$ cat src/hw/rtl/assert_macros.svh
`ifndef ASSERT_MACROS_SVH
`define ASSERT_MACROS_SVH

// Same-cycle implication, checked on every rising edge outside reset.
`define IRPW_ASSERT_IMPL(lbl, ante, cons) \
  lbl: assert property (@(posedge clk) disable iff (!rst_n) (ante) |-> (cons)) \
    else $error("irpw assertion failed");

// Next-cycle implication, checked on every rising edge outside reset.
`define IRPW_ASSERT_NEXT(lbl, ante, cons) \
  lbl: assert property (@(posedge clk) disable iff (!rst_n) (ante) |=> (cons)) \
    else $error("irpw assertion failed");

`endif

$ cat src/hw/rtl/irpw_pkg.sv
`default_nettype none

package irpw_pkg;

  localparam int CFG_ADDR_W = 5;
  localparam int CFG_DATA_W = 32;
  localparam int TICK_W     = 16;
  localparam int CODE_W     = 7;
  localparam int EDGE_W     = 8;

  localparam int COMMAND_BITS_DEFAULT = 7;

  localparam logic [TICK_W-1:0] TICK_MAX          = '1;
  localparam logic [EDGE_W-1:0] EDGE_MAX          = '1;
  localparam logic [TICK_W-1:0] FRAME_TIMEOUT_RST = TICK_W'(27500);
  localparam logic [TICK_W-1:0] LEADER_MIN_RST    = TICK_W'(192);
  localparam logic [TICK_W-1:0] LEADER_MAX_RST    = TICK_W'(320);
  localparam logic [TICK_W-1:0] BIT_THRESHOLD_RST = TICK_W'(100);
  localparam logic [CODE_W-1:0] GO_CODE_RST       = CODE_W'(1);
  localparam logic [CODE_W-1:0] STOP_CODE_RST     = CODE_W'(4);
  localparam logic [CODE_W-1:0] BACK_CODE_RST     = CODE_W'(7);

  // Register index, taken from paddr[4:2]. Index seven is unused.
  typedef enum logic [2:0] {
    REG_FRAME_TIMEOUT = 3'd0,
    REG_LEADER_MIN    = 3'd1,
    REG_LEADER_MAX    = 3'd2,
    REG_BIT_THRESHOLD = 3'd3,
    REG_GO_CODE       = 3'd4,
    REG_STOP_CODE     = 3'd5,
    REG_BACK_CODE     = 3'd6
  } irpw_reg_t;

  typedef struct packed {
    logic [TICK_W-1:0] frame_timeout;
    logic [TICK_W-1:0] leader_min;
    logic [TICK_W-1:0] leader_max;
    logic [TICK_W-1:0] bit_threshold;
    logic [CODE_W-1:0] go_code;
    logic [CODE_W-1:0] stop_code;
    logic [CODE_W-1:0] back_code;
  } irpw_cfg_t;

endpackage

`default_nettype wire

$ cat src/hw/rtl/irpw_regs.sv
`default_nettype none

// APB register file holding the decoder's timing windows and command codes.
module irpw_regs
  import irpw_pkg::*;
(
  input  wire logic                  clk,
  input  wire logic                  rst_n,
  input  wire logic                  cfg_psel,
  input  wire logic                  cfg_penable,
  input  wire logic                  cfg_pwrite,
  input  wire logic [CFG_ADDR_W-1:0] cfg_paddr,
  input  wire logic [CFG_DATA_W-1:0] cfg_pwdata,
  output logic      [CFG_DATA_W-1:0] cfg_prdata,
  output logic                       cfg_pready,
  output irpw_cfg_t                  cfg
);

  irpw_cfg_t cfg_r;
  irpw_cfg_t cfg_nxt;
  irpw_reg_t reg_sel;
  logic      wr_en;

  assign cfg_pready = 1'b1;
  assign reg_sel    = irpw_reg_t'(cfg_paddr[4:2]);
  assign wr_en      = cfg_psel & cfg_penable & cfg_pwrite;
  assign cfg        = cfg_r;

  always_comb begin
    cfg_nxt = cfg_r;
    if (wr_en) begin
      case (reg_sel)
        REG_FRAME_TIMEOUT: cfg_nxt.frame_timeout = cfg_pwdata[TICK_W-1:0];
        REG_LEADER_MIN:    cfg_nxt.leader_min    = cfg_pwdata[TICK_W-1:0];
        REG_LEADER_MAX:    cfg_nxt.leader_max    = cfg_pwdata[TICK_W-1:0];
        REG_BIT_THRESHOLD: cfg_nxt.bit_threshold = cfg_pwdata[TICK_W-1:0];
        REG_GO_CODE:       cfg_nxt.go_code       = cfg_pwdata[CODE_W-1:0];
        REG_STOP_CODE:     cfg_nxt.stop_code     = cfg_pwdata[CODE_W-1:0];
        REG_BACK_CODE:     cfg_nxt.back_code     = cfg_pwdata[CODE_W-1:0];
        default:           cfg_nxt = cfg_r;
      endcase
    end
  end

  always_comb begin
    case (reg_sel)
      REG_FRAME_TIMEOUT: cfg_prdata = CFG_DATA_W'(cfg_r.frame_timeout);
      REG_LEADER_MIN:    cfg_prdata = CFG_DATA_W'(cfg_r.leader_min);
      REG_LEADER_MAX:    cfg_prdata = CFG_DATA_W'(cfg_r.leader_max);
      REG_BIT_THRESHOLD: cfg_prdata = CFG_DATA_W'(cfg_r.bit_threshold);
      REG_GO_CODE:       cfg_prdata = CFG_DATA_W'(cfg_r.go_code);
      REG_STOP_CODE:     cfg_prdata = CFG_DATA_W'(cfg_r.stop_code);
      REG_BACK_CODE:     cfg_prdata = CFG_DATA_W'(cfg_r.back_code);
      default:           cfg_prdata = '0;
    endcase
  end

  always_ff @(posedge clk) begin
    if (!rst_n) begin
      cfg_r.frame_timeout <= FRAME_TIMEOUT_RST;
      cfg_r.leader_min    <= LEADER_MIN_RST;
      cfg_r.leader_max    <= LEADER_MAX_RST;
      cfg_r.bit_threshold <= BIT_THRESHOLD_RST;
      cfg_r.go_code       <= GO_CODE_RST;
      cfg_r.stop_code     <= STOP_CODE_RST;
      cfg_r.back_code     <= BACK_CODE_RST;
    end else begin
      cfg_r <= cfg_nxt;
    end
  end

endmodule

`default_nettype wire

$ cat src/hw/rtl/ir_pulse_width_command_decoder_unit.sv
// Pulse-width IR command decoder. Each input beat carries one sampled receiver
// level for one timer tick; the block times how long each level lasts with a
// saturating 16-bit tick counter, treats a level change as an edge, checks the
// first pulse against the leader window and turns the duration ending at every
// even edge after that into a data bit (below bit_threshold reads as 0), keeping
// the first COMMAND_BITS bits LSB first. After more than frame_timeout ticks
// without an edge, a valid frame with an edge past its leader is finished: a command
// matching the go, stop or back code sets the motor and LED lines, and one result
// beat carries frame_done. Every input beat yields exactly one result beat. The
// block takes one beat per clock cycle and its result is registered in the
// output register in the next cycle; the rate is set by the single update of
// the frame state per beat, and the input is only held off while a result
// waits to be taken. Registers sit on the APB port at byte addresses 0x00 to
// 0x18 and should only be written while no result is outstanding.

`default_nettype none

`include "assert_macros.svh"

module ir_pulse_width_command_decoder_unit
  import irpw_pkg::*;
#(
  parameter int COMMAND_BITS = COMMAND_BITS_DEFAULT
) (
  input  wire logic                  clk,
  input  wire logic                  rst_n,
  // Input channel: one sampled level per beat.
  input  wire logic                  in_valid,
  output logic                       in_ready,
  input  wire logic                  in_ir_level,
  // Result channel.
  output logic                       out_valid,
  input  wire logic                  out_ready,
  output logic                       out_motor_a,
  output logic                       out_motor_b,
  output logic                       out_led_on,
  output logic                       out_frame_done,
  output logic      [CODE_W-1:0]     out_command_value,
  // Configuration port.
  input  wire logic                  cfg_psel,
  input  wire logic                  cfg_penable,
  input  wire logic                  cfg_pwrite,
  input  wire logic [CFG_ADDR_W-1:0] cfg_paddr,
  input  wire logic [CFG_DATA_W-1:0] cfg_pwdata,
  output logic      [CFG_DATA_W-1:0] cfg_prdata,
  output logic                       cfg_pready
);

  // The command register is compared against the 7-bit codes at the wider of
  // the two widths, so both are zero-extended to CMP_W.
  localparam int CMD_W = COMMAND_BITS;
  localparam int IDX_W = $clog2(COMMAND_BITS + 1);
  localparam int CMP_W = (COMMAND_BITS > CODE_W) ? COMMAND_BITS : CODE_W;

  irpw_cfg_t cfg;

  // Frame state.
  logic              prev_level_r,  prev_level_nxt;
  logic              frame_valid_r, frame_valid_nxt;
  logic [EDGE_W-1:0] edge_count_r,  edge_count_nxt;
  logic [IDX_W-1:0]  bit_index_r,   bit_index_nxt;
  logic [CMD_W-1:0]  command_r,     command_nxt;
  logic [TICK_W-1:0] elapsed_r,     elapsed_nxt;
  logic              drive_a_r,     drive_a_nxt;
  logic              drive_b_r,     drive_b_nxt;
  logic              indicator_r,   indicator_nxt;

  // Result register.
  logic              out_valid_r,   out_valid_nxt;
  logic              motor_a_r;
  logic              motor_b_r;
  logic              led_on_r;
  logic              frame_done_r;
  logic [CODE_W-1:0] command_value_r;

  logic              in_fire;
  logic              level_edge;
  logic [TICK_W-1:0] elapsed_inc;
  logic              timed_out;
  logic              done_nxt;
  logic [CMP_W-1:0]  command_cmp;
  logic [CMP_W-1:0]  shown_ext;
  logic [CODE_W-1:0] shown_nxt;

  irpw_regs u_regs (
    .clk         (clk),
    .rst_n       (rst_n),
    .cfg_psel    (cfg_psel),
    .cfg_penable (cfg_penable),
    .cfg_pwrite  (cfg_pwrite),
    .cfg_paddr   (cfg_paddr),
    .cfg_pwdata  (cfg_pwdata),
    .cfg_prdata  (cfg_prdata),
    .cfg_pready  (cfg_pready),
    .cfg         (cfg)
  );

  // The output register doubles as the only buffer: a new beat is taken
  // whenever the held result is being drained or there is none.
  assign in_ready = !out_valid_r || out_ready;
  assign in_fire  = in_valid && in_ready;

  assign out_valid         = out_valid_r;
  assign out_motor_a       = motor_a_r;
  assign out_motor_b       = motor_b_r;
  assign out_led_on        = led_on_r;
  assign out_frame_done    = frame_done_r;
  assign out_command_value = command_value_r;

  assign level_edge  = in_ir_level != prev_level_r;
  assign elapsed_inc = (elapsed_r == TICK_MAX) ? elapsed_r : elapsed_r + TICK_W'(1);
  assign timed_out   = elapsed_inc > cfg.frame_timeout;
  assign command_cmp = CMP_W'(command_r);

  // One tick of the decoder. On an edge the duration just ended may be judged
  // as the leader or as a data bit; without an edge the idle time is
  // checked against the timeout, which finishes the frame.
  always_comb begin
    prev_level_nxt  = prev_level_r;
    frame_valid_nxt = frame_valid_r;
    edge_count_nxt  = edge_count_r;
    bit_index_nxt   = bit_index_r;
    command_nxt     = command_r;
    elapsed_nxt     = elapsed_inc;
    drive_a_nxt     = drive_a_r;
    drive_b_nxt     = drive_b_r;
    indicator_nxt   = indicator_r;
    done_nxt        = 1'b0;

    if (!level_edge) begin
      if (timed_out) begin
        if (edge_count_r > EDGE_W'(2) && frame_valid_r) begin
          done_nxt = 1'b1;
          // Go wins over stop, and stop over back, when codes coincide.
          if (command_cmp == CMP_W'(cfg.go_code)) begin
            drive_a_nxt   = 1'b1;
            drive_b_nxt   = 1'b0;
            indicator_nxt = 1'b1;
          end else if (command_cmp == CMP_W'(cfg.stop_code)) begin
            drive_a_nxt   = 1'b1;
            drive_b_nxt   = 1'b1;
            indicator_nxt = 1'b0;
          end else if (command_cmp == CMP_W'(cfg.back_code)) begin
            drive_a_nxt   = 1'b0;
            drive_b_nxt   = 1'b1;
            indicator_nxt = 1'b1;
          end
        end
        frame_valid_nxt = 1'b0;
        edge_count_nxt  = '0;
        bit_index_nxt   = '0;
        command_nxt     = '0;
      end
    end else begin
      if (edge_count_r != EDGE_MAX) begin
        edge_count_nxt = edge_count_r + EDGE_W'(1);
      end
      if (edge_count_nxt == EDGE_W'(2)) begin
        if (cfg.leader_min < elapsed_inc && elapsed_inc < cfg.leader_max) begin
          frame_valid_nxt = 1'b1;
        end
      end else if (edge_count_nxt > EDGE_W'(2) && frame_valid_r && !edge_count_nxt[0]) begin
        if (bit_index_r < IDX_W'(COMMAND_BITS)) begin
          if (elapsed_inc >= cfg.bit_threshold) begin
            command_nxt = command_r | (CMD_W'(1) << bit_index_r);
          end
          bit_index_nxt = bit_index_r + IDX_W'(1);
        end
      end
      prev_level_nxt = in_ir_level;
      elapsed_nxt    = '0;
    end

    // A finishing frame shows its command before the clear; an edge shows
    // the bits including the one just taken.
    shown_ext = level_edge ? CMP_W'(command_nxt) : command_cmp;
    shown_nxt = shown_ext[CODE_W-1:0];
  end

  always_comb begin
    out_valid_nxt = out_valid_r;
    if (in_fire) begin
      out_valid_nxt = 1'b1;
    end else if (out_ready) begin
      out_valid_nxt = 1'b0;
    end
  end

  always_ff @(posedge clk) begin
    if (!rst_n) begin
      prev_level_r  <= 1'b1;
      frame_valid_r <= 1'b0;
      edge_count_r  <= '0;
      bit_index_r   <= '0;
      command_r     <= '0;
      elapsed_r     <= '0;
      drive_a_r     <= 1'b0;
      drive_b_r     <= 1'b0;
      indicator_r   <= 1'b0;
      out_valid_r   <= 1'b0;
    end else begin
      out_valid_r <= out_valid_nxt;
      if (in_fire) begin
        prev_level_r  <= prev_level_nxt;
        frame_valid_r <= frame_valid_nxt;
        edge_count_r  <= edge_count_nxt;
        bit_index_r   <= bit_index_nxt;
        command_r     <= command_nxt;
        elapsed_r     <= elapsed_nxt;
        drive_a_r     <= drive_a_nxt;
        drive_b_r     <= drive_b_nxt;
        indicator_r   <= indicator_nxt;
      end
    end
  end

  // Result payload carries no reset; it is qualified by out_valid_r.
  always_ff @(posedge clk) begin
    if (in_fire) begin
      motor_a_r       <= drive_a_nxt;
      motor_b_r       <= drive_b_nxt;
      led_on_r        <= indicator_nxt;
      frame_done_r    <= done_nxt;
      command_value_r <= shown_nxt;
    end
  end

  // A finished frame leaves no frame state behind.
  `IRPW_ASSERT_NEXT(a_done_clears, in_fire && done_nxt, !frame_valid_r && edge_count_r == '0)
  // The bit index never runs past the kept command width.
  `IRPW_ASSERT_IMPL(a_idx_bound, 1'b1, bit_index_r <= IDX_W'(COMMAND_BITS))
  // A frame only becomes valid at the edge that ends its leader pulse.
  `IRPW_ASSERT_IMPL(a_valid_edges, frame_valid_r, edge_count_r >= EDGE_W'(2))
  // Every accepted beat leaves a result waiting in the output register.
  `IRPW_ASSERT_NEXT(a_fire_result, in_fire, out_valid_r)

endmodule

`default_nettype wire
$ cat config.mk
export PLATFORM = sky130hd
export DESIGN_NAME = ir_pulse_width_command_decoder_unit
export DESIGN_NICKNAME = d
export VERILOG_FILES = /design/src/hw/rtl/irpw_pkg.sv /design/src/hw/rtl/irpw_regs.sv /design/src/hw/rtl/ir_pulse_width_command_decoder_unit.sv
export VERILOG_INCLUDE_DIRS = /design/src /design/src/hw/rtl
export SDC_FILE = /design/constraint.sdc
export NUM_CORES = 1
export LEC_CHECK = 0
export BUFFER_PORTS_ARGS = -buffer_cell sky130_fd_sc_hd__buf_2
export CAP_MARGIN = 5
export CORE_ASPECT_RATIO = 1.75
export CORE_MARGIN = 8
export CORE_UTILIZATION = 45
export CTS_CLUSTER_SIZE = 14
export DETAILED_ROUTE_END_ITERATION = 7
export PLACE_DENSITY_LB_ADDON = 0.08
export REMOVE_ABC_BUFFERS = 1
export SLEW_MARGIN = 10
export SYNTH_ARGS = -nofsm -noshare
export SYNTH_HDL_FRONTEND = slang
export SYNTH_SLANG_ARGS = --single-unit
$ cat constraint.sdc
create_clock -name clk -period 9.1 [get_ports clk]
set_input_delay 0 -clock clk [delete_from_list [all_inputs] [get_ports clk]]
set_output_delay 0 -clock clk [all_outputs]
set_load 0.1 [all_outputs]
==> out/qor.yml <==
detail_route.vias_per_cell: 5.53
power_leakage_nw: 3.97
die_h_um: 197
overflow: 0
layout_commonest_cell: "nand2_1"
drtIter0Drc: 366
ant_nets: 0
ys_seq_area_share_pct: 33.6
final_cell_area_um2: 9650
clkLatencyLatePin_ps: 430
synth_ff_type: "dfxtp_1"
numPortBuffers: 55
fmaxAchievable_ghz: 0.213
drive_gt1_share_pct: 12.8
ys_top_cells_by_area: "dfxtp_1, ha_1, nand2_1, a21oi_1, edfxtp_1"
syn_area_um2: 8420
synth_top_area_share_pct: 29.7
drv_slew: 0
mostFrequentLayoutCells: "nand2_1, dfxtp_1, a21oi_1"
htree_levels: 4
die_area_um2: 23500
synthArstFlopShare_pct: 0
ys_warn_count: 0
cp-start-kind: "flop"
hold_viol_final: 0
die_w_um: 119
min_period_ps: 4680
cts-resized-gates: 0
dr_wl_met2_mm: 14.2
clock-sinks: 136
cts_tree: "built"
syn_to_final_growth_pct: 14.6
worst_ir_drop_vdd_mv: 0.121
track_usage_pct: 21.6
worst_pin_slew_ps: 1020
hpwl_mm: 18.0
min_period_over_period_pct: 51.5
numCtsBuffers: 17
root_buffer: "clkbuf_16"
grt_max_degree: 86
drc: 0
num_rows: 66
grt_pass1_vias: 7248
p_per_area_nw_per_um2: 163
crit_arrival_ps: 4870
vias: 7239
cts.reportedPaths.clkPinSlew_ps: 60
r2r_cells: 14
run_status: "finished, final reports clean"
insertedDiodeCount: 0
cts_setup_buffers: 0
whs_path_depth: 3
core_um2: 18500
slew_headroom_pct: 31.9
synth.area.mux_share_pct: 7.33
synth_xor_area_share_pct: 4.37
cts_buffer_depth: 2
ys_ff_latch: 136
setup_viol: 0
detail_route.wl_per_cell_um: 19.0
ctsHoldBuffers: 19
hp-start: "rst_n"
finClkSkew_ps: 10.3
grt_pass1_wl_mm: 39.4
grt_antenna_before_repair: 0
synth-simple-area-share_pct: 20.5
holdCritPathClass: "input port to flop"
crit_type: "flop to flop"
synth-edff-count: 11
yosysTopAreaCell: "dfxtp_1"
place_congestion: 0.847
timing.rr.start: "elapsed_r[0]"
syn-mean-instance-area_um2: 8.34
pin_count: 91
first_pass_iters: 5
start_util_pct: 45.5
rsz0062_at_grt: "false"
reg2reg_slack_ps: 4420
top_layer: "met4"
syn_inst: 1009
nets: 1168
max-cap-violations: 0
critPathMaxFanout: 10
worstSetupEndpointType: "flop"
yosysUniqueCellTypes: 72
hold_end: "u_regs.cfg[0]"
fin_hold_ws_ps: 82.7
yosys.area_share.adder_pct: 9.81
wirelength_mm: 24.9
synth_top_family_by_area: "simple AND/OR/NAND/NOR gates"
wl_met1_mm: 9.14
worstPathRequired_ps: 9280
tns_ps: 0
place_area_um2: 8800
wl_met3_um: 902
r2r-end: "out_motor_a"
synth-compound-area-share_pct: 16.9
## per-stage QoR
| stage | total power (W) | utilization [%] | std cells | setup WS [ps] |
|---|---|---|---|---|
| 6_report | 0.00157 | 52.1 | 1308 | 4420 |
| 5_1_grt | 0.00162 | 52.1 | 1308 | 4110 |
| 4_1_cts | 0.00158 | 52.1 | 1308 | 4410 |
| 3_5_place_dp | 0.000811 | 47.6 | 1257 | 4450 |
| 3_3_place_gp | 0.000810 | 47.6 | 1257 | 4430 |
| 2_1_floorplan | 0.000756 | - | 952 | 5280 |
## layout make-up
| type | instances | area, um^2 |
|---|---|---|
| Inverter | 73 | 274 |
| Multi-Input combinational cell | 743 | 5030 |
| Fill cell | 1823 | 8850 |
| Clock inverter | 14 | 221 |
| Sequential cell | 136 | 2830 |
| Tap cell | 238 | 298 |
| Timing Repair Buffer | 86 | 556 |
| Clock buffer | 18 | 429 |
## power by group
part | internal [W] | leakage, nW | switching, W | total [W]
Clock | 0.000488 | 0.307 | 0.000282 | 0.000770
Combinational | 0.0000428 | 2.54 | 0.000144 | 0.000187
Sequential | 0.000610 | 1.12 | 0.00000584 | 0.000616
Total | 0.00114 | 3.97 | 0.000432 | 0.00157
## worst max-delay path, cell delays in order (launching register included)
cell      delay (ps)
dfxtp_1          390
ha_1             310
nand3_4          140
nor4_4            80
nor4_4           320
nor3b_2          470
nand3_1          180
xnor2_1          530
ha_1             370
nand4_1          160
nor2_1            70
a221oi_1         630
a31oi_4          310
and2_1           270
a22o_1           210
## Yosys cell counts, drive strengths merged (11+ instances only)
| cell | instances |
|---|---|
| o211ai | 18 |
| a21oi | 81 |
| nor2b | 16 |
| ha | 66 |
| o21ai | 31 |
| mux4 | 12 |
| dfxtp | 125 |
| inv | 73 |
| a31oi | 14 |
| nor2 | 64 |
| nor4 | 12 |
| a21o | 11 |
| mux2i | 29 |
| xnor2 | 23 |
| edfxtp | 11 |
| nand2 | 158 |
| clkbuf | 42 |
| nor3 | 16 |
| buf | 30 |
| nand3 | 34 |
| xor2 | 19 |
| nand4 | 17 |
| a22oi | 11 |
## kinds of logic (layout without fill, tap and decap cells)
logic type / Yosys count / in the layout
AOI/OAI and AO/OA: 216 / 216
xor gates and xnor gates: 42 / 42
adders and majority gates: 66 / 66
buffers and inverters: 145 / 191
DFF: 136 / 136
muxes: 46 / 46
other: 2 / 17
and+or+nand+nor: 356 / 356
## routing by layer
metal | GRT usage [%] | up-vias
li1 | - | 3617
met4 | 8.84 | 0
met2 | 42.9 | 163
met1 | 21.3 | 3417
met3 | 3.61 | 42
met5 | 0 | -
## state kept, by name, indices dropped and copies added (netlist names)
name               cells
bit_index_r            3
command_cmp            7
drive_a_r              1
drive_b_r              1
edge_count_r           8
elapsed_r             16
frame_valid_r          1
indicator_r            1
out_command_value      7
out_frame_done         1
out_led_on             1
out_motor_a            1
out_motor_b            1
out_valid              1
prev_level_r           1
u_regs.cfg            85
## worst max path at each step
stage	start	endpoint	slack (ps)
6_report	elapsed_r[0]	out_motor_a	4420
5_1_grt	elapsed_r[0]	out_motor_a	4110
4_1_cts	elapsed_r[0]	out_motor_a	4410
3_5_place_dp	elapsed_r[0]	out_motor_a	4450
3_3_place_gp	elapsed_r[0]	out_motor_a	4430
2_1_floorplan	elapsed_r[0]	out_command_value[3]	5280
Power figures use the tool's default switching activity.
